$ cat src/rtl/gsd_pkg.sv
`default_nettype none
package gsd_pkg;
  localparam int unsigned WrapBitsDefault = 16;
  localparam int unsigned ExpOffset = 2082;

  typedef enum logic [2:0] {
    OP_COUNTER  = 3'd0,
    OP_UNS24    = 3'd1,
    OP_FLOAT48  = 3'd2,
    OP_FIXED48  = 3'd3,
    OP_FLOAT32  = 3'd4,
    OP_SIGNED32 = 3'd5
  } opcode_e;

  // Queue entry: partially decoded item.
  typedef struct packed {
    logic [63:0] value;      // final value for non-counter kinds
    logic        is_float;
    logic        is_counter;
    logic [23:0] raw24;
  } entry_t;

  function automatic logic [7:0] byte_of(input logic [63:0] w, input int unsigned n);
    byte_of = w[63 - 8*n -: 8];
  endfunction

  // Position of the top set bit of a 36-bit value.
  function automatic logic [5:0] top_bit36(input logic [35:0] x);
    logic [5:0] p;
    p = 6'd0;
    for (int i = 0; i < 36; i++) begin
      if (x[i]) p = 6'(i);
    end
    top_bit36 = p;
  endfunction

  function automatic logic [4:0] top_bit23(input logic [22:0] x);
    logic [4:0] p;
    p = 5'd0;
    for (int i = 0; i < 23; i++) begin
      if (x[i]) p = 5'(i);
    end
    top_bit23 = p;
  endfunction
endpackage
`default_nettype wire

$ cat src/rtl/gsd_front.sv
`default_nettype none
// Decode every stateless format; counters pass their raw value on.
module gsd_front (
  input  wire logic [63:0]   raw_word_i,
  input  wire logic [2:0]    opcode_i,
  output gsd_pkg::entry_t    entry_o
);
  logic [7:0]  b0, b1, b3, b4, b5, b7;
  logic [35:0] m, mabs;
  logic [5:0]  p;
  logic signed [13:0] be;
  logic [63:0] f48, f32;
  logic [31:0] sbits;
  logic [7:0]  ex;
  logic [22:0] fr;
  logic [4:0]  p32;
  logic [51:0] fr48, fr32;

  always_comb begin
    b0 = gsd_pkg::byte_of(raw_word_i, 0);
    b1 = gsd_pkg::byte_of(raw_word_i, 1);
    b3 = gsd_pkg::byte_of(raw_word_i, 3);
    b4 = gsd_pkg::byte_of(raw_word_i, 4);
    b5 = gsd_pkg::byte_of(raw_word_i, 5);
    b7 = gsd_pkg::byte_of(raw_word_i, 7);

    m    = {b7, b4, b5, b3, b0[7:4]};
    mabs = m[35] ? (~m + 36'd1) : m;
    p    = gsd_pkg::top_bit36(mabs);
    be   = 14'(p) + 14'({b0[3:0], b1}) - 14'(gsd_pkg::ExpOffset) + 14'sd1023;
    fr48 = 52'({16'd0, mabs} << (6'd52 - p));
    if (m == 36'd0 || be < 14'sd1) begin
      f48 = 64'd0;
    end else if (be > 14'sd2046) begin
      f48 = {m[35], 11'h7ff, 52'd0};
    end else begin
      f48 = {m[35], be[10:0], fr48};
    end

    sbits = {b4, b5, b0, b1};
    ex    = sbits[30:23];
    fr    = sbits[22:0];
    p32   = gsd_pkg::top_bit23(fr);
    fr32  = 52'({29'd0, fr} << (6'd52 - 6'(p32)));
    if (ex == 8'hff) begin
      // NaN keeps the payload and gets the quiet bit forced; infinity stays infinity
      f32 = (fr != 23'd0) ? {sbits[31], 11'h7ff, 1'b1, fr[21:0], 29'd0}
                          : {sbits[31], 11'h7ff, 52'd0};
    end else if (ex == 8'd0) begin
      f32 = (fr == 23'd0) ? {sbits[31], 63'd0}
                          : {sbits[31], 11'(11'(p32) + 11'd874), fr32};
    end else begin
      f32 = {sbits[31], 11'(11'(ex) + 11'd896), fr, 29'd0};
    end

    entry_o            = '0;
    entry_o.raw24      = {b3, b0, b1};
    case (opcode_i)
      gsd_pkg::OP_COUNTER:  entry_o.is_counter = 1'b1;
      gsd_pkg::OP_UNS24:    entry_o.value = {40'd0, b3, b0, b1};
      gsd_pkg::OP_FLOAT48: begin
        entry_o.value = f48;
        entry_o.is_float = 1'b1;
      end
      gsd_pkg::OP_FIXED48:  entry_o.value = {{16{b7[7]}}, b7, b4, b5, b3, b0, b1};
      gsd_pkg::OP_FLOAT32: begin
        entry_o.value = f32;
        entry_o.is_float = 1'b1;
      end
      gsd_pkg::OP_SIGNED32: entry_o.value = {{32{b4[7]}}, b4, b5, b0, b1};
      default:              entry_o.value = 64'd0;
    endcase
  end
endmodule
`default_nettype wire

$ cat src/rtl/gsd_queue.sv
`default_nettype none
// Two-entry queue between front and back.
module gsd_queue (
  input  wire logic            clk_i,
  input  wire logic            rst_ni,
  input  wire logic            push_i,
  input  wire gsd_pkg::entry_t data_i,
  output logic                 full_o,
  input  wire logic            pop_i,
  output gsd_pkg::entry_t      data_o,
  output logic                 valid_o
);
  gsd_pkg::entry_t mem_q [2];
  logic rd_q, wr_q;
  logic [1:0] cnt_q;

  always_ff @(posedge clk_i or negedge rst_ni) begin
    if (!rst_ni) begin
      rd_q  <= 1'b0;
      wr_q  <= 1'b0;
      cnt_q <= 2'd0;
    end else begin
      if (push_i) wr_q <= ~wr_q;
      if (pop_i) rd_q <= ~rd_q;
      cnt_q <= cnt_q + 2'(push_i) - 2'(pop_i);
    end
  end

  always_ff @(posedge clk_i) begin
    if (push_i) mem_q[wr_q] <= data_i;
  end

  assign full_o  = cnt_q[1];
  assign valid_o = cnt_q != 2'd0;
  assign data_o  = mem_q[rd_q];
endmodule
`default_nettype wire

$ cat src/rtl/gsd_back.sv
`default_nettype none
// Extend counters, check the period, and hold the result register.
module gsd_back #(
  parameter int unsigned WrapBits = gsd_pkg::WrapBitsDefault
) (
  input  wire logic            clk_i,
  input  wire logic            rst_ni,
  input  wire logic [23:0]     period_i,
  input  wire logic            valid_i,
  input  wire gsd_pkg::entry_t entry_i,
  output logic                 pop_o,
  output logic                 out_valid_o,
  input  wire logic            out_ready_i,
  output logic [63:0]          value_o,
  output logic                 is_float_o,
  output logic                 gap_o,
  output logic                 halted_o
);
  localparam int unsigned ExtBits = 24 + WrapBits;

  logic [WrapBits-1:0] wrap_q, wrap_d;
  logic [23:0]         last_raw_q;
  logic [ExtBits-1:0]  last_ext_q, ext;
  logic                seen_q, gap, valid_q;
  logic [63:0]         value_q;
  logic                float_q, gap_q;

  assign pop_o = valid_i && (!valid_q || out_ready_i);

  always_comb begin
    wrap_d = wrap_q + WrapBits'(entry_i.raw24 < last_raw_q);
    ext    = {wrap_d, entry_i.raw24};
    gap    = (last_ext_q != '0) && (ExtBits'(last_ext_q + ExtBits'(period_i)) != ext);
  end

  always_ff @(posedge clk_i or negedge rst_ni) begin
    if (!rst_ni) begin
      wrap_q     <= '0;
      last_raw_q <= '0;
      last_ext_q <= '0;
      seen_q     <= 1'b0;
      valid_q    <= 1'b0;
    end else begin
      if (out_ready_i) valid_q <= 1'b0;
      if (pop_o) begin
        valid_q <= 1'b1;
        if (entry_i.is_counter) begin
          wrap_q     <= wrap_d;
          last_raw_q <= entry_i.raw24;
          last_ext_q <= ext;
          if (gap) seen_q <= 1'b1;
        end
      end
    end
  end

  always_ff @(posedge clk_i) begin
    if (pop_o) begin
      value_q <= entry_i.is_counter ? 64'(ext) : entry_i.value;
      float_q <= entry_i.is_float;
      gap_q   <= entry_i.is_counter && gap;
    end
  end

  assign out_valid_o = valid_q;
  assign value_o     = value_q;
  assign is_float_o  = float_q;
  assign gap_o       = gap_q;
  assign halted_o    = seen_q;
endmodule
`default_nettype wire

$ cat src/rtl/gathered_sample_decoder_top.sv
`default_nettype none
// Gathered sample decoder.
// Slave stream: s_axis_tdata_i = raw_word (64 bits), s_axis_tuser_i = opcode.
// Master stream: m_axis_tdata_o = value (64 bits), m_axis_tuser_o =
//   {halted, gap_error, value_is_float} from bit 2 down.
// Configuration: cfg_we_i writes sample_period from cfg_wdata_i.
// Each transfer is decoded combinationally in the front part and pushed into a
// two-entry queue; the back part extends counters, checks the period and
// loads the output register. The result is held in the queue and then in the
// output register before it is offered to the sink; throughput is one item
// per cycle while the sink takes one per cycle.
// When the sink stalls the output register holds, the queue fills, and
// s_axis_tready_o drops once both entries are taken.
// Reset clears the counter history, the sticky halt flag, the queue and the
// output valid; sample_period returns to 1.
module gathered_sample_decoder_top #(
  parameter int unsigned WrapBits = gsd_pkg::WrapBitsDefault
) (
  input  wire logic        clk_i,
  input  wire logic        rst_ni,
  input  wire logic        s_axis_tvalid_i,
  output logic             s_axis_tready_o,
  input  wire logic [63:0] s_axis_tdata_i,   // raw_word
  input  wire logic [2:0]  s_axis_tuser_i,   // opcode
  output logic             m_axis_tvalid_o,
  input  wire logic        m_axis_tready_i,
  output logic [63:0]      m_axis_tdata_o,   // value
  output logic [2:0]       m_axis_tuser_o,   // value_is_float, gap_error, halted
  input  wire logic        cfg_we_i,
  input  wire logic [23:0] cfg_wdata_i
);
  logic [23:0] period_q;
  gsd_pkg::entry_t fe, qe;
  logic full, qvalid, pop, push;
  logic is_float, gap, halted;

  always_ff @(posedge clk_i or negedge rst_ni) begin
    if (!rst_ni) begin
      period_q <= 24'd1;
    end else if (cfg_we_i) begin
      period_q <= cfg_wdata_i;
    end
  end

  assign s_axis_tready_o = !full;
  assign push = s_axis_tvalid_i && !full;

  gsd_front u_front (.raw_word_i(s_axis_tdata_i), .opcode_i(s_axis_tuser_i), .entry_o(fe));

  gsd_queue u_queue (
    .clk_i, .rst_ni, .push_i(push), .data_i(fe), .full_o(full),
    .pop_i(pop), .data_o(qe), .valid_o(qvalid)
  );

  gsd_back #(.WrapBits(WrapBits)) u_back (
    .clk_i, .rst_ni, .period_i(period_q), .valid_i(qvalid), .entry_i(qe),
    .pop_o(pop), .out_valid_o(m_axis_tvalid_o), .out_ready_i(m_axis_tready_i),
    .value_o(m_axis_tdata_o), .is_float_o(is_float), .gap_o(gap), .halted_o(halted)
  );

  assign m_axis_tuser_o = {halted, gap, is_float};

  // Once halted, stays halted.
  assert property (@(posedge clk_i) disable iff (!rst_ni) halted |=> halted)
    else $error("halt flag cleared");
  // A gap on an output implies halted.
  assert property (@(posedge clk_i) disable iff (!rst_ni)
    m_axis_tvalid_o && gap |-> halted)
    else $error("gap without halt");
  // A gap is never flagged on a float result.
  assert property (@(posedge clk_i) disable iff (!rst_ni)
    m_axis_tvalid_o |-> !(gap && is_float))
    else $error("gap on float result");
endmodule
`default_nettype wire
$ cat config.mk
export PLATFORM = sky130hd
export DESIGN_NAME = gathered_sample_decoder_top
export DESIGN_NICKNAME = d
export VERILOG_FILES = /design/src/rtl/gsd_pkg.sv /design/src/rtl/gsd_front.sv /design/src/rtl/gsd_queue.sv /design/src/rtl/gsd_back.sv /design/src/rtl/gathered_sample_decoder_top.sv
export SDC_FILE = /design/constraint.sdc
export NUM_CORES = 1
export LEC_CHECK = 0
export BUFFER_PORTS_ARGS = -buffer_cell sky130_fd_sc_hd__buf_2
export CAP_MARGIN = 20
export CORE_UTILIZATION = 52
export DETAILED_ROUTE_END_ITERATION = 8
export PLACE_DENSITY = 0.7
export SLEW_MARGIN = 20
export SYNTH_ARGS = -nofsm -noshare
export SYNTH_HDL_FRONTEND = slang
export SYNTH_SLANG_ARGS = --single-unit
$ cat constraint.sdc
create_clock -name clk_i -period 10.1 [get_ports clk_i]
set_input_delay 2.02 -clock clk_i [delete_from_list [all_inputs] [get_ports clk_i]]
set_output_delay 2.02 -clock clk_i [all_outputs]
set_load 0.03 [all_outputs]
# Word-level counts from Yosys, hierarchy flattened
# Memory sizes are Yosys's and may differ from the RTL's.
# Index checks and enable logic that the tools add are counted.
[classes]
addsub = 12
n_lt_le_gt_ge = 3
eq_ne = 7
n_shift = 2
n_mux = 72
bitwise = 3
n_reduce_logical = 19
[op_table]
columns = ["cell", "count"]
rows = [
  ["64-bit case mux with 5 select lines", 1],
  ["63-bit two-way mux", 4],
  ["5-bit two-way mux", 23],
  ["4-bit two-way mux", 16],
  ["64-bit two-way mux", 1],
  ["52-bit two-way mux", 1],
  ["23-bit by 6-bit left shift with 52-bit output", 1],
  ["36-bit by 6-bit left shift with 52-bit output", 1],
  ["40-bit by 24-bit adder with 40-bit output", 1],
  ["40-bit two-way mux", 1],
  ["40-bit != test", 1],
  ["40-bit nonzero test", 1],
  ["36-bit by 1-bit adder with 36-bit output, second input constant", 1],
  ["36-bit zero test", 1],
  ["36-bit two-way mux", 1],
  ["36-bit inverter", 1],
  ["24-bit < comparator", 1],
  ["3-bit two-way mux", 8],
  ["6-bit two-way mux", 4],
  ["23-bit zero test", 1],
  ["23-bit nonzero test", 1],
  ["16-bit by 1-bit adder with 16-bit output", 1],
  ["14-bit by 10-bit adder with 14-bit output, second input constant", 1],
  ["14-bit by 12-bit greater-than comparator with 1-bit output, second input constant", 1],
  ["25 further kinds", 44],
]
[totals]
ff_bits = 176
ram_bits = 180
inputBits = 96
out_inout_bits = 69
elab_cells = 132
n_memories = 1
[mem_list]
columns = ["name", "words", "word_bits", "read_ports", "rd_clocked_by_memory_dff", "write_ports", "line", "source"]
rows = [
  ["u_queue.mem_q", 2, 90, 1, 0, 1, "gsd_queue.sv:13", "gsd_pkg::entry_t mem_q [2];"],
]

# Depth between registers and ports, before layout
# Gate-level depths: netlist of the first run.
[logic_depth]
depth_word = 45
ltp_mapped = 34
depth_no_buf = 29

# Cells and area by module
# Synthesis of the first run repeated with hierarchy kept, for this count alone.
[hier_totals]
hier_cells = 2409
area_unflattened_um2 = 24307.1
[by_module_without_submodules]
columns = ["mod", "n_inst", "cells_each", "area_each_um2", "seq_area_each_um2"]
rows = [
  ["gsd_front", 1, 1302, 9146.3, 0.0],
  ["gsd_back", 1, 757, 7383.3, 3032.9],
  ["gsd_queue", 1, 294, 6746.5, 5505.3],
  ["gathered_sample_decoder_top", 1, 56, 1031.0, 601.8],
]

# Worst setup path after synthesis of the first run
# Ideal clock, no wire load.
[synth_path]
path_type = "input to register"
start = "in s_axis_tdata_i[61]"
end = "mem u_queue.mem_q[0][54] in the netlist's numbering (data pin)"
setup_ps = 286
t_arrival_ps = 9453
required_time_ps = 9814
setup_slack_ps = 361
cell_stages = 31
path_buffers = 6
cell_sequence = "clkbuf_1 -> inv_1 -> ha_1 -> or3b_1 -> clkbuf_1 -> or4_1 -> buf_2 -> o41ai_2 -> xor2_2 -> o21ai_0 -> o311ai_1 -> nand3_1 -> nand2b_1 -> nand2_2 -> buf_2 -> ha_1 -> inv_1 -> fa_1 -> nand2b_1 -> a21o_1 -> a211oi_1 -> nand3_1 -> or3_1 -> a2111oi_0 -> nand4b_1 -> nand4_1 -> a211oi_2 -> o211ai_1 -> clkbuf_1 -> clkbuf_1 -> o221ai_1"
[synth_lines]
columns = ["element", "line", "source"]
rows = [
  ["start: declaration", "gathered_sample_decoder_top.sv:23", "input wire logic [63:0] s_axis_tdata_i,"],
  ["end: declaration", "gsd_queue.sv:13", ""],
]

==> results of run 1 <==
==> flip-flops by register name, indices dropped and copies added, names as in the netlist <==
register and cells:
period_q 24, u_queue.rd_q 1, u_queue.wr_q 1, u_back.is_float_o 1
u_queue.cnt_q 2, u_back.gap_o 1, u_back.out_valid_o 1, u_queue.mem_q 180
u_back.value_o 64, u_back.last_ext_q 40, u_back.halted_o 1
==> worst paths after layout <==
path                                             start                             end  slack [ns]  cells past startpoint
max                                 s_axis_tdata_i[61]  u_queue.mem_q[0][48]$_DFFE_PP_        0.87                     31
min                        u_back.halted_o$_DFFE_PN0P_     u_back.halted_o$_DFFE_PN0P_        0.47                      1
max reg2reg                   u_queue.rd_q$_DFFE_PN0P_          u_back.gap_o$_DFFE_PP_        2.55                     23
min reg2reg                u_back.halted_o$_DFFE_PN0P_     u_back.halted_o$_DFFE_PN0P_        0.47                      1
max in group asynchronous                       rst_ni        u_queue.rd_q$_DFFE_PN0P_        7.72                      2
min in group asynchronous                       rst_ni         period_q[1]$_DFFE_PN0P_        1.66                      2
==> metrics by stage <==
| stage | total power [uW] | hold WS [ns] | cells |
|---|---|---|---|
| detailed placement | 5200 | 0.451 | 3062 |
| CTS | 6400 | 0.468 | 3120 |
| global placement | 5110 | 0.439 | 3062 |
| global route | 6790 | 0.491 | 3121 |
| floorplan | 4310 | 0.429 | 2410 |
| finish | 6430 | 0.468 | 3123 |
==> layout make-up <==
type	count	area, um2	area share, %
sequential	316	9140	35.7
clock inverter	16	211	0.825
timing repair buffer	242	1460	5.71
inverter	70	265	1.04
antenna	2	5.00	0.0195
multi-input combinational	1850	13000	50.6
clock buffer	42	837	3.27
tap	585	732	2.86
==> power groups by stage <==
stage,sequential (uW),clock [uW],combinational (uW)
floorplan,2280,0,2040
global placement,2060,0,3050
detailed placement,2080,0,3120
CTS,2060,1200,3140
global route,2090,1250,3450
finish,2060,1180,3180
==> placed cells by master, fill, tap and decap left out, drive strengths merged, types with 12 or more instances in the layout <==
cell type    n
xor2        45
nand2b      22
and2        27
clkbuf      42
nand4       31
o31ai       23
mux2i      139
nor2       205
a21o        24
a31oi       24
inv         68
dfrtp       69
or3         16
mux2        71
a211oi      37
nor3        46
o21ai      156
xnor2       91
o211ai      33
a22oi       29
edfxtp     246
o21a        20
mux4        19
ha          64
o2111ai     14
nand3       53
a221oi      16
and3        22
nor4        33
o221ai      20
a21oi      161
nor2b       21
buf        241
nand2      205
clkinv      12
==> kinds of logic after synthesis <==
group | after synthesis | synth area share, %
AOI/OAI and AO/OA | 686 | 20.1
xor gates and xnor gates | 136 | 5.33
adders and majority gates | 66 | 3.66
buffers and inverters | 244 | 4.20
DFF | 316 | 39.8
muxes | 229 | 11.4
and+or+nand+nor | 733 | 15.5
==> per-layer routing <==
metal	wire [um]	up-vias
met5	25	-
met4	4150	4
met3	6020	232
met2	36800	1016
met1	31700	10000
li1	-	9342
==> out/qor.txt, run 1 <==
Status -> complete, no violations
Post-synth EDFFs -> 246
Clk slew on worst S/H paths -> 0.06 ns
Async SR Flop Fraction -> 22.2%
CP max FO -> 8
DRC violations left -> 0
Htree depth -> 1
Smallest setup slack after layout -> 0.865 ns
Worst Setup End Kind -> register
Hold crit path type -> reg2reg
CP top delay family -> compound AO/OA/AOI/OAI gates
DP Worst Slack -> 0.448 ns
Root Driver -> clkbuf_16
Clk buf depth -> 3
CP Class -> in2reg
Worst path arrival time -> 9.56 ns
Met1 usage -> 45.7%
Post-Route Setup TNS -> 0 ns
Final Util -> 59.1%
Final-report hold violation count -> 0
Clock share of power -> 18.4%
Comb pwr share -> 49.5%
Flop pwr share -> 32.1%
Worst Path Buf+Inv -> 6
Die ar. -> 45000 um2
Leading area contributor after synthesis -> edfxtp_1
Worst VDD drop -> 0.188 mV
Initial antenna violation count -> 4
First-pass GRT wire length -> 118000 um
Via count -> 20600
Layout cell share with drive strength beyond 1 -> 16.8%
CTS tree -> yes
Final Max Slew Viols -> 0
Met3 Use GR -> 4.12%
Worst relative slew slack -> 26.6%
Setup Viol. Count Final -> 0
Die X -> 212 um
Post-CTS sizing -> 0
Routing usage on met2 -> 57.0%
Most used cell, CP -> buf_4
Fill count -> 3810
Routed len/inst -> 25.2 um
Max incr delay on CP -> 0.71 ns
Clock sink count -> 316
Ports -> 165
Antenna-violating nets left -> 0
Core Region -> 43400 um2
Final net count -> 2673
Switch share -> 42.3%
Setup Fix Bufs, Post-CTS -> 0
Syn avg cell area -> 9.53 um2
GRT Max-Usage Layer -> met2
GR Overflow Total -> 0
Seq cells post-synth -> 316
CTS Buf Count -> 31
Total GRT Usage -> 34.7%
Die Y -> 212 um
Number of port buffers -> 148
Post-route cell area -> 25600 um2
Cell Area, Synth -> 23000 um2
Max-cap viol count -> 0
Post-synth top cells -> edfxtp_1 (246), nor2_1 (205), nand2_1 (204)
Skew final -> 0.0265 ns
Pin count of the biggest net entering global routing -> 71
Area grow syn2layout -> 11.6%
Distinct cells, synth -> 102
Net Switching -> 2720 uW
Placed cell areas -> 24500 um2
Most frequent cell after synthesis -> edfxtp_1
CP required -> 10.43 ns
Fmax -> 108 MHz
Post-synth top area share -> 32.2%
Syn Nets -> 2572
Cts-stage hold buffer count -> 0
Row count -> 76
Detailed Place HPWL -> 58500 um
Initial Utilization -> 53.0%
P per Cell Area -> 251 nW/um2
Worst slew pin tran -> 1.10 ns
Worst setup SP type -> input port
Minimum clock period -> 9.23 ns
Internal Power -> 3710 uW
Main synth FF type -> edfxtp_1
Cell with the largest stage delay on the worst path -> or4_1
Initial DRC count -> 2171
RSZ-0062 raised after global routing -> no
Synth Warn # -> 0
Worst-skew pair later-pin latency -> 0.56 ns
Top cells by area, synth -> edfxtp_1 (32%), dfrtp_1 (7.5%), mux2i_1 (6.1%)
Final GP Congestion -> 0.994
Post-Route WL -> 78700 um
P_leak -> 0.00993 uW
Number of iterations in the first detailed-routing pass -> 8
Register area share after synthesis -> 39.8%
Drt via density -> 6.60
Fin crit share -> 91.4%
Vias in the first global route -> 19700
Syn Inst Count -> 2410
Note: power is estimated with default switching activity, not from simulation.
==> run 2, diff against run 1 <==
--- a/config.mk
+++ b/config.mk
@@ -5,11 +5,12 @@
 export SDC_FILE = /design/constraint.sdc
 export NUM_CORES = 1
 export LEC_CHECK = 0
+export ABC_AREA = 1
 export BUFFER_PORTS_ARGS = -buffer_cell sky130_fd_sc_hd__buf_2
 export CAP_MARGIN = 20
 export CORE_UTILIZATION = 52
 export DETAILED_ROUTE_END_ITERATION = 8
-export PLACE_DENSITY = 0.7
+export PLACE_DENSITY = 0.71
 export SLEW_MARGIN = 20
 export SYNTH_ARGS = -nofsm -noshare
 export SYNTH_HDL_FRONTEND = slang
==> run 2 against run 1 <==
Effect of this change: critical path depth up 26; register-to-register slack gained 2.3 ns; utilization decreased by 0.83 points; critical path type unchanged; largest power group unchanged; highest routed layer is now met4.
==> out/qor.txt, run 2 <==
Status -> complete, no violations
Main synth FF type -> edfxtp_1
Minimum clock period -> 9.20 ns (-0.0386 ns)
Die X -> 205 um (-3.1%)
Worst path arrival time -> 9.43 ns (-0.13 ns)
Clk slew on worst S/H paths -> 0.06 ns (about the same)
Cell with the largest stage delay on the worst path -> xor2_1
Layout cell share with drive strength beyond 1 -> 12.3% (-4.5 points)
Post-synth top cells -> nand2_1 (753), nand3_1 (315), inv_1 (272)
# diodes -> 0 (-2)
Synth Warn # -> 0 (unchanged)
Async SR Flop Fraction -> 22.2% (unchanged)
P_leak -> 0.0106 uW (+7.2%)
Hold Crit Depth -> 1 (unchanged)
Fin crit share -> 91.1% (-0.38 points)
Syn avg cell area -> 7.79 um2 (-18%)
Htree depth -> 1 (unchanged)
Hold crit path type -> reg2reg
Die Y -> 205 um (-3.1%)
Max-cap viol count -> 0 (unchanged)
Drt via density -> 5.94 (-10%)
Worst VDD drop -> 0.177 mV (-6.1%)
Fill count -> 3665 (-3.8%)
Hold Crit Start -> u_back.halted_o$_DFFE_PN0P_
Via count -> 20400 (-1.1%)
Final net count -> 3040 (+14%)
Syn Inst Count -> 2764 (+15%)
Area grow syn2layout -> 10.5%
Most used cell, CP -> nand2_1
Worst Setup End Kind -> register
Syn Nets -> 2926 (+14%)
Top cells by area, synth -> edfxtp_1 (34%), nand2_1 (13%), dfrtp_1 (8.0%)
P per Cell Area -> 253 nW/um2 (+0.87%)
CP Class -> in2reg
Hold Path End -> u_back.halted_o$_DFFE_PN0P_
Die ar. -> 42200 um2 (-6.2%)
Smallest setup slack after layout -> 0.904 ns (+0.0386 ns)
Core Region -> 40800 um2 (-5.8%)
Distinct cells, synth -> 66 (-35%)
Top reg by flops -> u_queue.mem_q
Most frequent cell after synthesis -> nand2_1
Initial antenna violation count -> 1 (-3)
Final GP Congestion -> 1.04 (+4.4%)
First-pass GRT wire length -> 112000 um (-5.2%)
Reg-to-reg slack, setup -> 4.85 ns (+2.30 ns)
Vias in the first global route -> 19200 (-2.5%)
Seq cells post-synth -> 316 (unchanged)
Worst relative slew slack -> 36.3% (+9.7 points)
Worst slew pin tran -> 0.955 ns (-0.146 ns)
Final Util -> 58.3% (-0.83 points)
Worst-skew pair later-pin latency -> 0.56 ns (about the same)
Cell Area, Synth -> 21500 um2 (-6.2%)
Most common cell after layout, fill and taps aside -> nand2_1
Post-synth top area share -> 34.3% (+2.1 points)
CTS Buf Count -> 27 (-13%)
Cts-stage hold buffer count -> 0 (unchanged)
Detailed Place HPWL -> 58500 um (about the same)
Final-report hold violation count -> 0 (unchanged)
Initial DRC count -> 2141 (-1.4%)
Max reg flops -> 180 (unchanged)
Worst setup SP type -> input port
FF-to-FF End -> u_back.gap_o$_DFFE_PP_
Register area share after synthesis -> 42.4% (+2.6 points)
DRC violations left -> 0 (unchanged)
Post-Route Setup TNS -> 0 ns (unchanged)
Skew final -> 0.0328 ns (+0.00627 ns)
Clk buf depth -> 3 (unchanged)
Number of iterations in the first detailed-routing pass -> 8 (unchanged)
Final Max Slew Viols -> 0 (unchanged)
Pin count of the biggest net entering global routing -> 72 (+1.4%)
Routed len/inst -> 21.9 um (-13%)
Worst R2R Start -> u_queue.rd_q$_DFFE_PN0P_
Most frequent cells in the layout -> nand2_1 (753), nand3_1 (315), inv_1 (271)
CP max FO -> 7 (-1)
Ports -> 165 (unchanged)
Hold_ws -> 0.473 ns (+0.00535 ns)
Leading area contributor after synthesis -> edfxtp_1
Setup Viol. Count Final -> 0 (unchanged)
Reg2reg path depth -> 23 (unchanged)
Fmax -> 109 MHz (+0.42%)
Total GRT Usage -> 35.5% (+0.76 points)
RSZ-0062 raised after global routing -> no
Max incr delay on CP -> 0.38 ns (-0.33 ns)
DP Worst Slack -> 0.542 ns (+0.0942 ns)
Clock sink count -> 316 (unchanged)
GR Overflow Total -> 0 (unchanged)
Post-CTS sizing -> 0 (unchanged)
Root Driver -> clkbuf_16
Post-Route WL -> 75000 um (-4.7%)
Setup Fix Bufs, Post-CTS -> 0 (unchanged)
Antenna-violating nets left -> 0 (unchanged)
Final Power -> 6020 uW (-6.3%)
Initial Utilization -> 52.7% (-0.23 points)
Row count -> 74 (-2.6%)
Number of port buffers -> 148 (unchanged)
Post-synth EDFFs -> 246 (unchanged)
CTS tree -> yes
CP required -> 10.33 ns (-0.10 ns)
-- run 2: final cells by class --
cell class                 instances  area (um2)  area share, %
multi-input combinational       2028       10800           45.3
tap                              532         666           2.80
clock buffer                      36         709           2.98
sequential                       316        9140           38.4
inverter                         289        1080           4.56
clock inverter                    13         139          0.584
timing repair buffer             216        1280           5.38
-- run 2: worst max-delay path by stage --
| stage | from | to | slack, ns | cells past startpoint |
|---|---|---|---|---|
| 2_1_floorplan | s_axis_tdata_i[61] | u_queue.mem_q[0][52]$_DFFE_PP_ | 2.11 | 53 |
| 3_3_place_gp | s_axis_tdata_i[60] | u_queue.mem_q[0][48]$_DFFE_PP_ | 0.63 | 61 |
| 3_5_place_dp | s_axis_tdata_i[60] | u_queue.mem_q[1][48]$_DFFE_PP_ | 0.54 | 61 |
| 4_1_cts | s_axis_tdata_i[60] | u_queue.mem_q[1][48]$_DFFE_PP_ | 1.11 | 61 |
| 5_1_grt | s_axis_tdata_i[60] | u_queue.mem_q[1][63]$_DFFE_PP_ | 0.25 | 57 |
| 6_report | s_axis_tdata_i[60] | u_queue.mem_q[1][48]$_DFFE_PP_ | 0.90 | 57 |
-- run 2: through the flow --
stage	std cells	area [um2]
final	3430	23800
after global routing	3430	23800
after CTS	3430	23800
after detailed placement	3381	22900
after global placement	3381	22900
after floorplan	2764	21500
-- run 2: power by group --
group          leakage [uW]  switching (uW)  internal, uW  total (uW)
registers           0.00320             152          1880        2030
logic               0.00703            2090           886        2980
clock network      0.000416             439           569        1010
-- run 2: kinds of logic after synthesis --
family	Yosys count	synth area share [%]
XOR/XNOR	109	4.63
flip-flops	316	42.4
multiplexers	27	1.39
AO/OA/AOI/OAI	477	12.5
AND/OR/NAND/NOR	1349	27.3
adder cells (fa/ha/maj)	66	3.90
buffers and inverters	420	7.80
-- run 2: worst max-delay path: cells and delay by family --
| family | cells | cell delay [ns] |
|---|---|---|
| buffers and inverters | 9 | 1.28 |
| AO/OA/AOI/OAI | 7 | 1.42 |
| AND/OR/NAND/NOR | 36 | 3.29 |
| adder cells (fa/ha/maj) | 2 | 0.54 |
| XOR/XNOR | 3 | 0.89 |
-- run 2: per-layer routing --
metal / track usage [%] / vias up / wire [um]
li1: - / 9609 / -
met1: 46.0 / 9693 / 30300
met2: 59.4 / 931 / 35400
met3: 3.69 / 157 / 5430
met4: 17.0 / 0 / 3820
met5: 0 / - / 0
